==> src/hdl/ngs_pkg.sv <==
// ----------------------------------------------------------------------------
// ngs_pkg
// Shared types and constants for the Gentleman-Sande layer block: store
// geometry, request codes, Montgomery constants and sequencer types.
// ----------------------------------------------------------------------------
`default_nettype none

package ngs_pkg;

  // store geometry
  localparam int NUM_COEFFS = 256;
  localparam int COEF_AW    = $clog2(NUM_COEFFS);
  localparam int ROOT_DEPTH = NUM_COEFFS / 2;
  localparam int ROOT_AW    = $clog2(ROOT_DEPTH);
  localparam int LOG_W      = 3;
  localparam int DATA_W     = 32;

  // montgomery constants, R = 2^16
  localparam logic [DATA_W-1:0] MOD_Q    = 32'd3329;
  localparam logic [DATA_W-1:0] MOD_QINV = 32'd3327;
  localparam int                RED_W    = 16;

  // request codes
  localparam logic [1:0] ACT_WR_COEF = 2'd0;
  localparam logic [1:0] ACT_WR_ROOT = 2'd1;
  localparam logic [1:0] ACT_RUN     = 2'd2;
  localparam logic [1:0] ACT_RD_COEF = 2'd3;

  // result kinds
  localparam logic KIND_READ = 1'b0;
  localparam logic KIND_DONE = 1'b1;

  // layer sequencer states
  typedef enum logic [2:0] {
    ST_IDLE,
    ST_READ,
    ST_PROD,
    ST_QINV,
    ST_FOLD,
    ST_DONE
  } state_t;

  // steps of the shared multiplier
  typedef enum logic [1:0] {
    MS_PROD,
    MS_QINV,
    MS_FOLD
  } mstep_t;

  // sequencer to butterfly unit
  typedef struct packed {
    logic   en;
    mstep_t step;
  } bfly_ctl_t;

  // sequencer to store and output logic
  typedef struct packed {
    logic               busy;
    logic               wr_hi;
    logic               wr_lo;
    logic               done;
    logic [COEF_AW-1:0] addr_hi;
    logic [COEF_AW-1:0] addr_lo;
    logic [ROOT_AW-1:0] root_addr;
  } seq_t;

endpackage

`default_nettype wire

==> src/hdl/ngs_bfly.sv <==
// ----------------------------------------------------------------------------
// ngs_bfly
// Butterfly datapath around one shared 32x32 multiplier. The multiplier is
// used three times per butterfly: difference times root, low half times
// q', and the reduction factor times q.
// ----------------------------------------------------------------------------
`default_nettype none

module ngs_bfly (
  input  wire logic                             clk,
  input  wire ngs_pkg::bfly_ctl_t               ctl,
  input  wire logic [ngs_pkg::DATA_W-1:0]       u,
  input  wire logic [ngs_pkg::DATA_W-1:0]       v,
  input  wire logic [ngs_pkg::DATA_W-1:0]       w,
  output logic      [ngs_pkg::DATA_W-1:0]       sum,
  output logic      [ngs_pkg::DATA_W-1:0]       red
);

  logic [ngs_pkg::DATA_W-1:0]   op_a;
  logic [ngs_pkg::DATA_W-1:0]   op_b;
  logic [2*ngs_pkg::DATA_W-1:0] full;
  logic [ngs_pkg::DATA_W-1:0]   mul;
  logic [ngs_pkg::DATA_W-1:0]   fold;
  logic [ngs_pkg::DATA_W-1:0]   prod_r;
  logic [ngs_pkg::RED_W-1:0]    m_r;

  // operand select for the shared multiplier
  always_comb begin
    case (ctl.step)
      ngs_pkg::MS_PROD: begin
        op_a = u - v;
        op_b = w;
      end
      ngs_pkg::MS_QINV: begin
        op_a = {{(ngs_pkg::DATA_W-ngs_pkg::RED_W){1'b0}}, prod_r[ngs_pkg::RED_W-1:0]};
        op_b = ngs_pkg::MOD_QINV;
      end
      ngs_pkg::MS_FOLD: begin
        op_a = {{(ngs_pkg::DATA_W-ngs_pkg::RED_W){1'b0}}, m_r};
        op_b = ngs_pkg::MOD_Q;
      end
      default: begin
        op_a = '0;
        op_b = '0;
      end
    endcase
  end

  // shared multiplier, wraps at 32 bits
  assign full = op_a * op_b;
  assign mul  = full[ngs_pkg::DATA_W-1:0];

  // step registers
  always_ff @(posedge clk) begin
    if (ctl.en && ctl.step == ngs_pkg::MS_PROD) begin
      prod_r <= mul;
    end
    if (ctl.en && ctl.step == ngs_pkg::MS_QINV) begin
      m_r <= mul[ngs_pkg::RED_W-1:0];
    end
  end

  // upper entry and reduced lower entry, arithmetic shift by 16
  assign sum  = u + v;
  assign fold = prod_r + mul;
  assign red  = {{ngs_pkg::RED_W{fold[ngs_pkg::DATA_W-1]}},
                 fold[ngs_pkg::DATA_W-1:ngs_pkg::RED_W]};

endmodule

`default_nettype wire

==> config.mk <==
export PLATFORM = sky130hd
export DESIGN_NAME = ngs_bfly
export DESIGN_NICKNAME = d
export VERILOG_FILES = /design/src/hdl/ngs_pkg.sv /design/src/hdl/ngs_bfly.sv
export SDC_FILE = /design/constraint.sdc
export NUM_CORES = 1
export LEC_CHECK = 0
export ABC_AREA = 1
export BUFFER_PORTS_ARGS = -buffer_cell sky130_fd_sc_hd__buf_4
export CORE_MARGIN = 1
export CORE_UTILIZATION = 50
export DETAILED_ROUTE_END_ITERATION = 8
export MAX_ROUTING_LAYER = met4
export PLACE_DENSITY = 0.71
export SETUP_SLACK_MARGIN = 0.05
export SLEW_MARGIN = 0
export SYNTH_ARGS = -nofsm -noshare
export SYNTH_HDL_FRONTEND = slang
export SYNTH_SLANG_ARGS = --single-unit
==> constraint.sdc <==
create_clock -name clk -period 8.4 [get_ports clk]
set_input_delay 0 -clock clk [delete_from_list [all_inputs] [get_ports clk]]
set_output_delay 0 -clock clk [all_outputs]
set_load 0.1 [all_outputs]
==> results of run 1 <==
-- cells in the final DEF, fill, tap and decap left out, types with 13 or more instances in the layout --
cell / netlist / routed
a21oi_1: 123 / 76
fa_1: 410 / 385
nand3_2: 9 / 29
edfxtp_1: 48 / 48
ha_4: 0 / 52
fa_2: 0 / 25
a21oi_2: 3 / 38
nor2_2: 7 / 40
nand3_1: 104 / 73
a22o_1: 13 / 13
nand2_1: 676 / 612
buf_6: 7 / 28
buf_12: 0 / 36
buf_4: 21 / 690
nand3_4: 3 / 14
nand4_1: 25 / 25
ha_1: 220 / 167
nor2_1: 381 / 344
xor2_1: 66 / 43
inv_1: 717 / 673
nand2_2: 16 / 55
inv_2: 9 / 48
nand2_4: 1 / 24
o21ai_0: 39 / 25
o21ai_2: 3 / 14
-- path summary, 6_finish.rpt --
path | end | slack, ps | cells past startpoint
worst max-delay path | red[16] | -920 | 54
worst min-delay path | prod_r[10] | 380 | 4
worst max register to register | prod_r[31] | 100 | 32
worst min register to register | prod_r[1] | 1430 | 6
-- cell usage after synthesis, types with 3 or more instances --
cell type	n
a21boi_0	3
a21boi_1	3
a21o_1	6
a21oi_1	123
a21oi_2	3
a22o_1	13
a31oi_1	6
buf_1	4
buf_2	11
buf_4	21
buf_6	7
clkbuf_1	42
clkinv_1	11
edfxtp_1	48
fa_1	410
ha_1	220
inv_1	717
inv_2	9
nand2_1	676
nand2_2	16
nand3_1	104
nand3_2	9
nand3_4	3
nand3b_1	11
nand4_1	25
nor2_1	381
nor2_2	7
nor3_1	12
o21a_1	12
o21ai_0	39
o21ai_1	4
o21ai_2	3
o21bai_1	13
o221ai_1	5
o31ai_1	4
xnor2_1	18
xor2_1	66
-- repair_timing --
action,4_1_cts,5_1_grt
gates resized for setup,254,271
endpoints found under the setup margin,32,33
pin swaps,75,142
buffers inserted,32,29
gates cloned,2,0
-- layout make-up --
class                           count  area (um^2)
Tap cell                          600        750.7
Fill cell                        3568        13460
Timing Repair Buffer              755         6231
Clock inverter                      3        46.29
Clock buffer                        5        125.1
Sequential cell                    48         1441
Multi-Input combinational cell   2217        20630
Inverter                          737         2800
-- registers in the layout, summed over array words and instances (netlist names) --
name,flops
prod_r,32
m_r,16
-- metrics by stage --
step	std cells	hold WS (ps)	worst slack (ps)
2_1_floorplan	3087	455.6	-295.9
3_3_place_gp	4296	536.1	-767.0
3_5_place_dp	4296	545.6	-869.4
4_1_cts	4338	390.1	-617.9
5_1_grt	4365	394.6	-1215
6_report	4365	380.6	-919.8
-- cells by family (layout without fill, tap and decap cells) --
kind of cell               count (synthesis)  after routing  synth area share (%)
buffers and inverters                    824           1500                 14.09
adders and majority gates                630            630                 47.51
DFF                                       48             48                 6.248
and+or+nand+nor                         1254           1256                 22.41
xor gates and xnor gates                  85             85                 3.260
AOI/OAI and AO/OA                        246            246                 6.482
-- layer usage --
layer | vias up | part of all wire, % | routed length (um)
met4 | 0 | 5.6 | 5483
met3 | 337 | 9.6 | 9311
met5 | - | 0 | 0
li1 | 10550 | - | -
met1 | 11730 | 39 | 38340
met2 | 1359 | 45 | 44220
-- worst max-delay path, delay by kind of cell --
kind	cells	cell delay, ps
fa+ha+maj	12	4600
simple gates	18	1900
compound gates	8	1280
buf+inv	14	1130
xor+xnor	2	390
==> impl_metrics.toml, run 1 <==
[setup_path]
cp_data_required_time_ps = 8400
cp-startpoint = "u[0]"
crit_slowest_cell = "fa_1"
max_stage_delay_ps = 530
arrival_ps = 9320
crit_path_end_kind = "output pin"
setup.worst_path.start_class = "input port"
critPathKind = "in2out"
crit-reg2reg-launch = "prod_r[11]"
crit_fanout = 8

[worst_hold_path]
holdCritPathClass = "in2reg"
hp-start = "ctl[2]"

[sta]
worst_slack_ps = -919.8
tightestPinTransition_ps = 678.3
slew_violations = 0
fin_crit_ps = 9320
clock_skew_ps = 12.27
tns_ps = -20030
max_slew_margin_pct = 54.73
setup_violations = 30
finalCritPeriodShare_pct = 110.9
hold_violations = 0
fmax_mhz = 107.3
rsz0062_at_grt = "yes"

[floorplan]
die_h_um = 216.8
start_util_pct = 50.72
dieArea_mm2 = 0.04700
die_w_um = 216.8
ios = 164
placementRows = 78
core_area_mm2 = 0.04548

[synthesis]
seq_area_frac_synth_pct = 6.248
ys_types = 58
yosys-top-cells-area = "fa_1, ha_1, inv_1"
synth-async-reset-ratio_pct = 0
ys_ff_latch = 48
netlist.area_leader.share_pct = 35.58
yosysWarnings = 0
synth.largest_area_cell = "fa_1"
syn_area_mm2 = 0.02307
ys_dominant_reg_cell = "edfxtp_1"
syn_avg_cell_area_um2 = 7.473
syn-num-nets = 3817
synth_enable_flop_cells = 48
synthCells = 3087

[drt]
dr_total_vias = 23980
avgViaCountPerCell = 5.494
drtIter0Drc = 2318
wire_per_inst_um = 22.30
dr.pass1.iters = 6
routed_wl_mm = 97.35
antenna_left = 0
drc_errors = 0

[clocking]
root_buffer = "clkbuf_16"
htree_levels = 2
cts_made_buffers = 5
path_clk_slew_ps = 80
clock_path_buffers = 2
cts_tree = "built"
cts.sink_count = 48
holdBufCountCts = 0
clk_latency_ps = 310

[outcome]
status = "finished with violations"
violations = "negative setup slack"

[final_layout]
drive_gt1_share_pct = 31.53
area_growth_pct = 38.81
num_antenna_cells = 0
fin_area_mm2 = 0.03202
final_nets = 4494
utilization_pct = 70.41

[global_routing]
grt_pass1_vias = 24260
grt_overflow = 0
antenna_found_initial = 0
grt_first_pass_wirelength_mm = 138.4
use_met3_pct = 6.751
grt_start_max_net_pins = 33
groute.layer.met1.usage_pct = 53.30
top_usage_layer = "met2"
grt.met2_usage_pct = 62.84
track_usage_pct = 40.43

[placed_design]
place_hpwl_mm = 75.22
portBuffers = 163
post_dp_cell_area_mm2 = 0.02894
gp_congestion = 1.057

[job]
max-cap-violations = 0
Power of run 1 is left out: the tool's default activity adds up to more than one toggle a clock period on the data nets, which glitch-free logic cannot reach.
==> run 2, diff against run 1 <==
Settings changed: CORE_MARGIN 1 to 2.
==> impl_metrics.toml, run 2 (synthesis results as in run 1) <==
[outcome]
status = "finished with violations"
violations = "negative setup slack"

[floorplan]
ios = 164
die_h_um = 218.8
die_w_um = 218.8
start_util_pct = 50.72
placementRows = 78
dieArea_mm2 = 0.04787
core_area_mm2 = 0.04548

[clocking]
path_clk_slew_ps = 70
holdBufCountCts = 0
htree_levels = 2
cts_tree = "built"
root_buffer = "clkbuf_16"
clock_path_buffers = 2
cts.sink_count = 48
clk_latency_ps = 310
cts_made_buffers = 5

[setup_path]
setup.worst_path.start_class = "flip-flop"
arrival_ps = 9160
r2r-end = "prod_r[31]"
crit_slowest_cell = "fa_2"
max_stage_delay_ps = 580
cp_data_required_time_ps = 8400
crit_fanout = 8
crit_path_end_kind = "output pin"
rr_worst_depth = 32
crit-reg2reg-launch = "prod_r[13]"
rrSetupSlack_ps = 100
critPathKind = "reg2out"
cpMostUsedCell = "nand2_2"

[final_layout]
drive_gt1_share_pct = 32.15
largest-register = "prod_r"
n_fill_cell = 3590
regArea_mm2 = 0.001441
multi_input_area_mm2 = 0.02072
final_nets = 4486
fin_area_mm2 = 0.03214
area_growth_pct = 39.34
largest_reg_flops = 32
layout_common_cells = "buf_4, inv_1, nand2_1, fa_1, nor2_1"
final_common_cell = "buf_4"
fin_cells = 4358
top_regs = "prod_r (32), m_r (16)"

[worst_hold_path]
whs_endpoint = "prod_r[3]"
hp-start = "ctl[2]"
holdCritPathClass = "in2reg"
hold_depth = 4

[placed_design]
placedCellCount = 4282
post_dp_cell_area_mm2 = 0.02892
place_hpwl_mm = 74.24
gp_congestion = 1.052
portBuffers = 163

[sta]
slew_violations = 0
clock_skew_ps = 7.274
setup_violations = 28
tightestPinTransition_ps = 685.4
fin_hold_ws_ps = 410.2
fin_crit_ps = 9160
finalCritPeriodShare_pct = 109.0
rsz0062_at_grt = "yes"
fmax_mhz = 109.2
worst_slack_ps = -760.0
tns_ps = -16070
max_slew_margin_pct = 54.25
hold_violations = 0

[drt]
dr.pass1.iters = 8
routed_wl_mm = 92.58
wire_per_inst_um = 21.24
antenna_left = 0
drc_errors = 0
avgViaCountPerCell = 5.352
drtIter0Drc = 2121
dr_total_vias = 23320

[global_routing]
grt_overflow = 0
grt_first_pass_wirelength_mm = 137.3
grt_pass1_vias = 24200
grt_start_max_net_pins = 33
track_usage_pct = 39.17
antenna_found_initial = 1

[job]
max-cap-violations = 0
-- run 2: how the worst max path moves through the flow --
stage | endpoint | start
after floorplan | red[16] | u[0]
after global placement | red[29] | u[5]
after detailed placement | red[16] | u[5]
after CTS | red[24] | u[0]
after global routing | red[17] | ctl[0]
final | red[17] | prod_r[4]
-- run 2: timing repair --
item / 4_1_cts / 5_1_grt
pin swaps: 114 / 133
setup endpoints to repair: 32 / 33
resized for setup: 350 / 195
hold endpoints to repair: 0 / 0
setup buffers: 34 / 31
cloned: 3 / 0
-- run 2: metrics by stage --
step / setup WS (ps) / util (%)
3_5_place_dp: -885.9 / 63.60
4_1_cts: -373.6 / 68.20
6_report: -760.0 / 70.68
5_1_grt: -957.3 / 70.68
3_3_place_gp: -738.4 / 63.60
2_1_floorplan: -295.9 / -
-- run 2: per-layer routing --
metal | vias to the layer above | global-route usage (%) | routed length (um)
met3 | 264 | 9.106 | 9491
met2 | 1137 | 60.73 | 41960
met5 | - | - | 0
met4 | 0 | 13.36 | 4538
met1 | 11380 | 50.64 | 36580
li1 | 10540 | - | -
-- run 2: final cells by class --
cell class,count,area share [%]
Multi-Input combinational cell,2218,64.46
Clock buffer,5,0.3892
Sequential cell,48,4.484
Tap cell,600,2.335
Timing Repair Buffer,746,19.37
Inverter,737,8.738
Antenna cell,1,0.007785
Clock inverter,3,0.2141
-- run 2: worst max-delay path, delay by kind of cell (launching register included) --
kind                     cells  cell delay (ps)
AO/OA/AOI/OAI                6             1000
flip-flops                   1              410
XOR/XNOR                     2              480
buffers and inverters        8              710
AND/OR/NAND/NOR             21             2110
adder cells (fa/ha/maj)     10             4080
Power of run 2 is left out for the same reason.
