File: config.mk
export PLATFORM = sky130hd
export DESIGN_NAME = ngs_ctrl
export DESIGN_NICKNAME = d
export VERILOG_FILES = /design/src/hdl/ngs_pkg.sv /design/src/hdl/ngs_ctrl.sv
export SDC_FILE = /design/constraint.sdc
export NUM_CORES = 1
export LEC_CHECK = 0
export BUFFER_PORTS_ARGS = -buffer_cell sky130_fd_sc_hd__buf_2
export CAP_MARGIN = 20
export CORE_UTILIZATION = 45
export CTS_CLUSTER_SIZE = 40
export DETAILED_ROUTE_END_ITERATION = 8
export HOLD_SLACK_MARGIN = 0.06
export PLACE_DENSITY = 0.79
export SLEW_MARGIN = 10
export SYNTH_ARGS = -nofsm -noshare
export SYNTH_HDL_FRONTEND = slang
export SYNTH_SLANG_ARGS = --single-unit
File: constraint.sdc
create_clock -name clk -period 2.05 [get_ports clk]
set_clock_uncertainty 0.2 [all_clocks]
set_input_delay 0.205 -clock clk [delete_from_list [all_inputs] [get_ports clk]]
set_output_delay 0.205 -clock clk [all_outputs]
set_load 0.05 [all_outputs]
File: src/hdl/ngs_pkg.sv
// ----------------------------------------------------------------------------
// ngs_pkg
// Shared types and constants for the Gentleman-Sande layer block: store
// geometry, request codes, Montgomery constants and sequencer types.
// ----------------------------------------------------------------------------
`default_nettype none

package ngs_pkg;

  // store geometry
  localparam int NUM_COEFFS = 256;
  localparam int COEF_AW    = $clog2(NUM_COEFFS);
  localparam int ROOT_DEPTH = NUM_COEFFS / 2;
  localparam int ROOT_AW    = $clog2(ROOT_DEPTH);
  localparam int LOG_W      = 3;
  localparam int DATA_W     = 32;

  // montgomery constants, R = 2^16
  localparam logic [DATA_W-1:0] MOD_Q    = 32'd3329;
  localparam logic [DATA_W-1:0] MOD_QINV = 32'd3327;
  localparam int                RED_W    = 16;

  // request codes
  localparam logic [1:0] ACT_WR_COEF = 2'd0;
  localparam logic [1:0] ACT_WR_ROOT = 2'd1;
  localparam logic [1:0] ACT_RUN     = 2'd2;
  localparam logic [1:0] ACT_RD_COEF = 2'd3;

  // result kinds
  localparam logic KIND_READ = 1'b0;
  localparam logic KIND_DONE = 1'b1;

  // layer sequencer states
  typedef enum logic [2:0] {
    ST_IDLE,
    ST_READ,
    ST_PROD,
    ST_QINV,
    ST_FOLD,
    ST_DONE
  } state_t;

  // steps of the shared multiplier
  typedef enum logic [1:0] {
    MS_PROD,
    MS_QINV,
    MS_FOLD
  } mstep_t;

  // sequencer to butterfly unit
  typedef struct packed {
    logic   en;
    mstep_t step;
  } bfly_ctl_t;

  // sequencer to store and output logic
  typedef struct packed {
    logic               busy;
    logic               wr_hi;
    logic               wr_lo;
    logic               done;
    logic [COEF_AW-1:0] addr_hi;
    logic [COEF_AW-1:0] addr_lo;
    logic [ROOT_AW-1:0] root_addr;
  } seq_t;

endpackage

`default_nettype wire

File: src/hdl/ngs_ctrl.sv
// ----------------------------------------------------------------------------
// ngs_ctrl
// Layer sequencer: walks the butterfly counter, forms pair and root
// addresses and steps the shared multiplier through each butterfly.
// ----------------------------------------------------------------------------
`default_nettype none

module ngs_ctrl (
  input  wire logic                            clk,
  input  wire logic                            rst_n,
  input  wire logic                            start,
  input  wire logic [1:0]                      action,
  input  wire logic [ngs_pkg::LOG_W-1:0]       log_half,
  output ngs_pkg::seq_t                        seq,
  output ngs_pkg::bfly_ctl_t                   bctl
);

  ngs_pkg::state_t                state_r;
  ngs_pkg::state_t                state_nxt;
  logic [ngs_pkg::ROOT_AW-1:0]    cnt_r;
  logic [ngs_pkg::ROOT_AW-1:0]    cnt_nxt;
  logic [ngs_pkg::LOG_W-1:0]      lh_r;
  logic [ngs_pkg::LOG_W-1:0]      lh_nxt;
  logic [ngs_pkg::ROOT_AW-1:0]    mask;
  logic [ngs_pkg::COEF_AW-1:0]    hi;
  logic                           run_req;
  logic                           last;

  assign run_req = start && (state_r == ngs_pkg::ST_IDLE) && (action == ngs_pkg::ACT_RUN);
  assign last    = (cnt_r == {ngs_pkg::ROOT_AW{1'b1}});

  // next state
  always_comb begin
    state_nxt = state_r;
    case (state_r)
      ngs_pkg::ST_IDLE: if (run_req) state_nxt = ngs_pkg::ST_READ;
      ngs_pkg::ST_READ: state_nxt = ngs_pkg::ST_PROD;
      ngs_pkg::ST_PROD: state_nxt = ngs_pkg::ST_QINV;
      ngs_pkg::ST_QINV: state_nxt = ngs_pkg::ST_FOLD;
      ngs_pkg::ST_FOLD: state_nxt = last ? ngs_pkg::ST_DONE : ngs_pkg::ST_READ;
      ngs_pkg::ST_DONE: state_nxt = ngs_pkg::ST_IDLE;
      default:          state_nxt = ngs_pkg::ST_IDLE;
    endcase
  end

  // counter and layer size
  always_comb begin
    cnt_nxt = cnt_r;
    lh_nxt  = lh_r;
    if (run_req) begin
      cnt_nxt = '0;
      lh_nxt  = log_half;
    end else if (state_r == ngs_pkg::ST_FOLD) begin
      cnt_nxt = cnt_r + 1'b1;
    end
  end

  always_ff @(posedge clk) begin
    if (!rst_n) begin
      state_r <= ngs_pkg::ST_IDLE;
      cnt_r   <= '0;
      lh_r    <= '0;
    end else begin
      state_r <= state_nxt;
      cnt_r   <= cnt_nxt;
      lh_r    <= lh_nxt;
    end
  end

  // pair addresses: insert a zero bit at position log_half
  assign mask = ngs_pkg::ROOT_AW'((ngs_pkg::ROOT_AW+1)'(1) << lh_r) - 1'b1;
  assign hi   = {cnt_r & ~mask, 1'b0} | {1'b0, cnt_r & mask};

  // outputs
  always_comb begin
    seq.busy      = (state_r != ngs_pkg::ST_IDLE);
    seq.wr_hi     = 1'b0;
    seq.wr_lo     = 1'b0;
    seq.done      = 1'b0;
    seq.addr_hi   = hi;
    seq.addr_lo   = hi | (ngs_pkg::COEF_AW'(1) << lh_r);
    seq.root_addr = cnt_r;
    bctl.en       = 1'b0;
    bctl.step     = ngs_pkg::MS_PROD;
    case (state_r)
      ngs_pkg::ST_PROD: begin
        bctl.en     = 1'b1;
        bctl.step   = ngs_pkg::MS_PROD;
        seq.wr_hi   = 1'b1;
      end
      ngs_pkg::ST_QINV: begin
        bctl.en     = 1'b1;
        bctl.step   = ngs_pkg::MS_QINV;
      end
      ngs_pkg::ST_FOLD: begin
        bctl.en     = 1'b1;
        bctl.step   = ngs_pkg::MS_FOLD;
        seq.wr_lo   = 1'b1;
      end
      ngs_pkg::ST_DONE: seq.done = 1'b1;
      default: ;
    endcase
  end

  // checks
  a_one_write: assert property (@(posedge clk) disable iff (!rst_n)
    !(seq.wr_hi && seq.wr_lo))
    else $error("both pair entries written in one cycle");

  a_run_busy: assert property (@(posedge clk) disable iff (!rst_n)
    run_req |=> seq.busy)
    else $error("run request did not start the sequencer");

  a_done_idle: assert property (@(posedge clk) disable iff (!rst_n)
    seq.done |=> !seq.busy)
    else $error("sequencer stayed busy after layer done");

  a_pair_split: assert property (@(posedge clk) disable iff (!rst_n)
    seq.busy |-> (seq.addr_hi != seq.addr_lo))
    else $error("butterfly pair addresses collide");

endmodule

`default_nettype wire

==> results of run 1 <==
[state kept, by name, indices dropped and copies added (netlist names)]
| name | count |
|---|---|
| state_r | 3 |
| cnt_r | 7 |
| lh_r | 3 |
[logic make-up after synthesis]
family,count (synthesis),share of synthesized area
simple gates,41,0.275
compound gates,35,0.274
buf+inv,18,0.0833
flops,13,0.310
xor+xnor,3,0.0313
mux,1,0.0119
fa+ha+maj,1,0.0149
[path summary, 6_finish.rpt]
path / start / endpoint / slack [ns] / depth (start not counted)
worst max-delay path: state_r[0] / bctl[2] / 0.09 / 4
worst min-delay path: rst_n / cnt_r[5] / 0.07 / 3
worst max register to register: state_r[0] / cnt_r[5] / 0.30 / 3
worst min register to register: state_r[2] / state_r[1] / 0.31 / 1
[layout make-up]
class                   instances  area, sq um
clock buffers                   4         26.3
well taps                      25         31.3
repair buffers                 43          240
inverters                      11         41.3
flip-flops and latches         13          265
fillers                       171          586
multi-input cells              81          556
[placed cells by master, fill, tap and decap left out, types with 2 or more instances in the layout]
cell	netlist	layout
a21o_1	3	3
a21oi_1	7	7
a31o_2	3	3
and2_1	2	2
buf_2	2	36
buf_4	0	4
clkbuf_4	0	3
dfxtp_1	13	9
dfxtp_2	0	4
dlygate4sd3_1	0	3
inv_1	10	10
nand2_1	8	8
nand3_1	6	6
nand4_1	4	4
nor2_1	7	7
nor3_1	3	3
o21ai_0	11	7
o21ai_1	0	2
o21ai_2	1	3
xnor2_1	3	3
[repair_timing]
action                                 in CTS  in global routing
setup buffers                               0                  0
hold buffers                                3                  0
setup endpoints to repair                   4                  5
gates resized for setup                     3                  3
endpoints found under the hold margin       3                  0
[worst register-to-register path: stages (launching register included)]
cell and delay [ns]:
dfxtp_1 0.38, or3b_4 0.45, or4_4 0.52, a21oi_2 0.14
[power breakdown]
group / total, mW / internal [mW] / switching (mW)
Clock: 0.159 / 0.0754 / 0.0836
Combinational: 0.116 / 0.0396 / 0.0768
Sequential: 0.268 / 0.258 / 0.0102
[through the flow]
step                      cells  utilization
after global routing        177        0.665
after global placement      170        0.628
after CTS                   177        0.663
after detailed placement    170        0.628
final                       177        0.665
after floorplan             112            -
[routing by layer]
layer / routed length (microns) / part of all wire / up-vias / global-route usage
li1: - / - / 484 / -
met1: 1000 / 0.48 / 433 / 0.294
met2: 961 / 0.46 / 28 / 0.354
met3: 70 / 0.034 / 4 / 0.0360
met4: 36 / 0.017 / 0 / 0.0909
met5: 0 / 0 / - / 0
==> results.md, run 1 <==
- Drt first-iter violations: 22
- Final Setup Violations: 0
- Total grt overflow: 0
- Share of layout cells above drive strength 1: 0.414
- #FFs+latches synth: 13
- Inserted Clock Buffers: 3
- Final period util: 0.954
- PwrDens: 469 mW/mm^2
- CP max FO: 8
- Clock period minus worst slack: 1.96 ns
- Synth cell types: 39
- N_diodes: 0
- DR WL/cell: 11.7 microns
- Global-route wire length before repair: 3270 microns
- Fmax: 511 MHz
- Port bufs: 37
- Overall Power: 0.544 mW
- Critical path type: reg -> out
- Placed inst area: 0.00110 sq mm
- Setup ws final: 0.0949 ns
- # rows: 15
- # clock sinks: 13
- Post-synth EDFFs: 0
- Top area cells in the synthesized netlist: dfxtp_1 (31%), o21ai_0 (6.5%), inv_1 (4.5%), a21oi_1 (4.2%), nand3_1 (3.6%)
- Main flop type after synthesis: dfxtp_1
- Clock Tree Buf Depth: 2
- DP HPWL: 1510 microns
- WHS: 0.0679 ns
- Vias per cell: 5.36
- Largest net degree at the start of global routing: 14
- DIE HEIGHT: 45.2 microns
- Worst slew pin tran: 0.376 ns
- CTS Root Cell: clkbuf_4
- Post-synth top area share: 0.310
- Outcome: finished, final reports clean
- Type of the tightest min-delay check: in -> reg
- H-tree Lvls: 1
- Synthesized Nets: 121
- Clk_lat worst skew: 0.28 ns
- Critical path cell sequence: or3b_4 -> clkinv_1 -> a21o_1 -> buf_4
- Required time worst endpoint: 1.64 ns
- RSZ-0062 raised after global routing: no
- Full die area: 0.00205 sq mm
- Async SR Flop Fraction: 0
- Worst VDD drop: 466 uV
- Top-count cell post-synth: dfxtp_1
- Die extent in x: 45.2 microns
- Final instance area: 0.00116 sq mm
- CTS tree: yes
- Pins Over Slew Limit: 0
- Syn. warnings: 0
- Initial antenna violation count: 0
- Leak pwr: 0.561 nW
- Vias in the first global route: 768
- Syn-to-layout area delta: 37.9%
- Total wire length: 2070 microns
- Post-Synthesis Cell Area: 841 sq um
- All-Layer GR Usage: 0.221
- Count of final hold-check violations: 0
- Worst slack at placement: 0.252 ns
- Kind of cell adding the most delay to the critical path: simple AND/OR/NAND/NOR gates
- Slowest-stage cell, CP: or3b_4
- TritonRoute pass-1 iters: 4
- Routed vias: 949
- Max Cap Viol: 0
- Crit. End Element: primary output
- Sequential element share of the synthesized area: 0.310
- Nets: 162
- Buf/Inv on CP: 2
- Gpl congestion: 0.775
- DRC Markers: 0
- Commonest cells in the synthesized netlist: dfxtp_1 (13), o21ai_0 (11), inv_1 (10)
- Data arrival, critical path: 1.55 ns
- Initial Util: 0.482
- Clk slew on worst S/H paths: 0.08 ns
- Yosys top cell by area: dfxtp_1
- Syn_area_per_cell: 7.51 sq um
- Startpoint Class: flop
- Syn Inst Count: 112
- Placeable core area: 0.00175 sq mm
- Antenna-violating nets left: 0
- Final setup TNS: 0 ns
- CP max stage delay: 0.45 ns
- Slew margin rel.: 0.743
- I/O pins: 38
No activity file was read; power rests on OpenSTA's default activity.
==> inputs of run 2 (changes only) <==
--- a/config.mk
+++ b/config.mk
@@ -12,6 +12,7 @@
 export DETAILED_ROUTE_END_ITERATION = 8
 export HOLD_SLACK_MARGIN = 0.06
 export PLACE_DENSITY = 0.79
+export RECOVER_POWER = 100
 export SLEW_MARGIN = 10
 export SYNTH_ARGS = -nofsm -noshare
 export SYNTH_HDL_FRONTEND = slang
==> run 2 against run 1 <==
Net effect:
- sequential share of layout area rose by 0.43 points
- final cell count did not move
- power fell by 0.90%
- largest power group unchanged
- wire length is 0.34% higher
==> results.md, run 2 (same netlist as run 1, synthesis figures left out) <==
- DIE HEIGHT: 45.2 microns (unchanged)
- Worst slew pin tran: 0.591 ns (was 0.376 ns)
- Max FFs per register: 7 (unchanged)
- Clock period minus worst slack: 1.97 ns (was 1.96 ns)
- PwrDens: 473 mW/mm^2 (was 469 mW/mm^2)
- Final period util: 0.960 (was 0.954)
- Worst VDD drop: 463 uV (was 466 uV)
- Worst flop-to-flop path startpoint: state_r[0] (unchanged)
- Drt first-iter violations: 12 (was 22)
- CP max FO: 8 (unchanged)
- Type of the tightest min-delay check: in -> reg (unchanged)
- Commonest non-fill, non-tap cell in the layout: clkbuf_2 (was buf_2)
- Worst slack at placement: 0.252 ns (unchanged)
- DP HPWL: 1510 microns (unchanged)
- Slowest-stage cell, CP: or3b_4 (unchanged)
- Global-route wire length before repair: 3270 microns (unchanged)
- Reg with most FFs: cnt_r (unchanged)
- Critical path cell sequence: or3b_4 -> clkinv_1 -> clkbuf_2 (was or3b_4 -> clkinv_1 -> a21o_1 -> buf_4)
- Pins Over Slew Limit: 0 (unchanged)
- All-Layer GR Usage: 0.221 (unchanged)
- DRC Markers: 0 (unchanged)
- CTS tree: yes (unchanged)
- Largest net degree at the start of global routing: 14 (unchanged)
- Util after Layout: 0.652 (was 0.665)
- CTS Root Cell: clkbuf_4 (unchanged)
- Placed inst area: 0.00110 sq mm (unchanged)
- Syn-to-layout area delta: 35.4% (was 37.9%)
- CP startpoint: state_r[0] (unchanged)
- Outcome: finished, final reports clean (unchanged)
- RSZ-0062 raised after global routing: no (unchanged)
- Fmax: 508 MHz (was 511 MHz)
- Nets: 162 (unchanged)
- Vias per cell: 5.36 (unchanged)
- Count of final hold-check violations: 0 (unchanged)
- Final instance area: 0.00114 sq mm (was 0.00116 sq mm)
- N_diodes: 0 (unchanged)
- H-tree Lvls: 1 (unchanged)
- Antenna-violating nets left: 0 (unchanged)
- I/O pins: 38 (unchanged)
- Slew margin rel.: 0.607 (was 0.743)
- Die extent in x: 45.2 microns (unchanged)
- Total wire length: 2080 microns (was 2070 microns)
- Gpl congestion: 0.775 (unchanged)
- Routed vias: 949 (unchanged)
- Reg2Reg Depth: 3 (unchanged)
- Setup ws final: 0.0820 ns (was 0.0949 ns)
- Max Cap Viol: 0 (unchanged)
- Vias in the first global route: 768 (unchanged)
- Initial antenna violation count: 0 (unchanged)
- # clock sinks: 13 (unchanged)
- Initial Util: 0.482 (unchanged)
- Full die area: 0.00205 sq mm (unchanged)
- Required time worst endpoint: 1.64 ns (about the same)
- Placeable core area: 0.00175 sq mm (unchanged)
- # rows: 15 (unchanged)
- CP max stage delay: 0.45 ns (about the same)
- Largest regs: cnt_r (7), lh_r (3), state_r (3) (unchanged)
- TritonRoute pass-1 iters: 4 (unchanged)
- Hold path depth: 3 (unchanged)
- Levels on crit path: 3 (was 4)
- Total grt overflow: 0 (unchanged)
- Startpoint Class: flop (unchanged)
- Final Setup Violations: 0 (unchanged)
- Critical path type: reg -> out (unchanged)
- Crit. End Element: primary output (unchanged)
- Clock Tree Buf Depth: 2 (unchanged)
- Leak pwr: 0.494 nW (was 0.561 nW)
- Most frequent cells in the layout: clkbuf_2 (17), clkbuf_1 (13), inv_1 (10) (was buf_2 (36), inv_1 (10), dfxtp_1 (9))
- DR WL/cell: 11.7 microns (about the same)
- Share of layout cells above drive strength 1: 0.329 (was 0.414)
- Buf/Inv on CP: 2 (unchanged)
- Inserted Clock Buffers: 3 (unchanged)
- Setup Fix Bufs, Post-CTS: 0 (unchanged)
- Clk slew on worst S/H paths: 0.08 ns (about the same)
- Kind of cell adding the most delay to the critical path: buffers and inverters (was simple AND/OR/NAND/NOR gates)
- Port bufs: 37 (unchanged)
- Clk_lat worst skew: 0.28 ns (about the same)
- Data arrival, critical path: 1.56 ns (was 1.55 ns)
- Min-delay src: rst_n (unchanged)
-- run 2: changes by cell type in the layout (fill, tap and decap cells not counted) --
| cell | change |
|---|---|
| a21oi_1 | +1 |
| a21oi_2 | -1 |
| buf_2 | -28 |
| buf_4 | -1 |
| clkbuf_1 | +12 |
| clkbuf_2 | +17 |
-- run 2: tightest hold or removal path, delay by kind of cell --
kind | cells | cell delay, ns
compound gates | 1 | 0.13
buf+inv | 1 | 0.11
simple gates | 1 | 0.06
-- run 2: final timing paths --
kind | to | slack [ns]
setup reg to reg | cnt_r[5] | 0.29
hold reg to reg | state_r[1] | 0.31
setup / recovery | seq[24] | 0.08
hold / removal | cnt_r[0] | 0.06
-- run 2: final cells by class --
cell class              count  area (sq um)
inverters                  11          41.3
well taps                  25          31.3
multi-input cells          81           552
flip-flops and latches     13           265
repair buffers             43           223
clock buffers               4          26.3
fillers                   177           607
-- run 2: power by group --
| part | switching (mW) | leakage (nW) | total, mW | internal (mW) |
|---|---|---|---|---|
| registers | 0.0102 | 0.107 | 0.268 | 0.258 |
| clock network | 0.0820 | 0.0150 | 0.157 | 0.0754 |
| logic | 0.0766 | 0.372 | 0.113 | 0.0365 |
| total | 0.169 | 0.494 | 0.539 | 0.370 |
-- run 2: per-stage QoR --
| stage | TNS, ns | power, mW | hold slack, ns | instances |
|---|---|---|---|---|
| finish | 0 | 0.539 | 0.0648 | 177 |
| global route | 0 | 0.557 | 0.0818 | 177 |
| CTS | 0 | 0.541 | 0.0667 | 177 |
| detailed placement | 0 | 0.383 | 0.270 | 170 |
| global placement | 0 | 0.382 | 0.266 | 170 |
| floorplan | -0.317 | 0.354 | 0.153 | 112 |
-- run 2: metal layers --
metal,track usage,vias up,routed length (microns)
li1,-,484,-
met5,0,-,0
met3,0.0360,4,91
met4,0.0909,0,37
met1,0.294,428,977
met2,0.354,33,971
-- run 2: repair_timing --
| item | 4_1_cts | 5_1_grt |
|---|---|---|
| setup endpoints to repair | 4 | 5 |
| pin swaps | 0 | 0 |
| hold buffers | 3 | 0 |
| gates resized for setup | 3 | 3 |
| endpoints found under the hold margin | 3 | 0 |
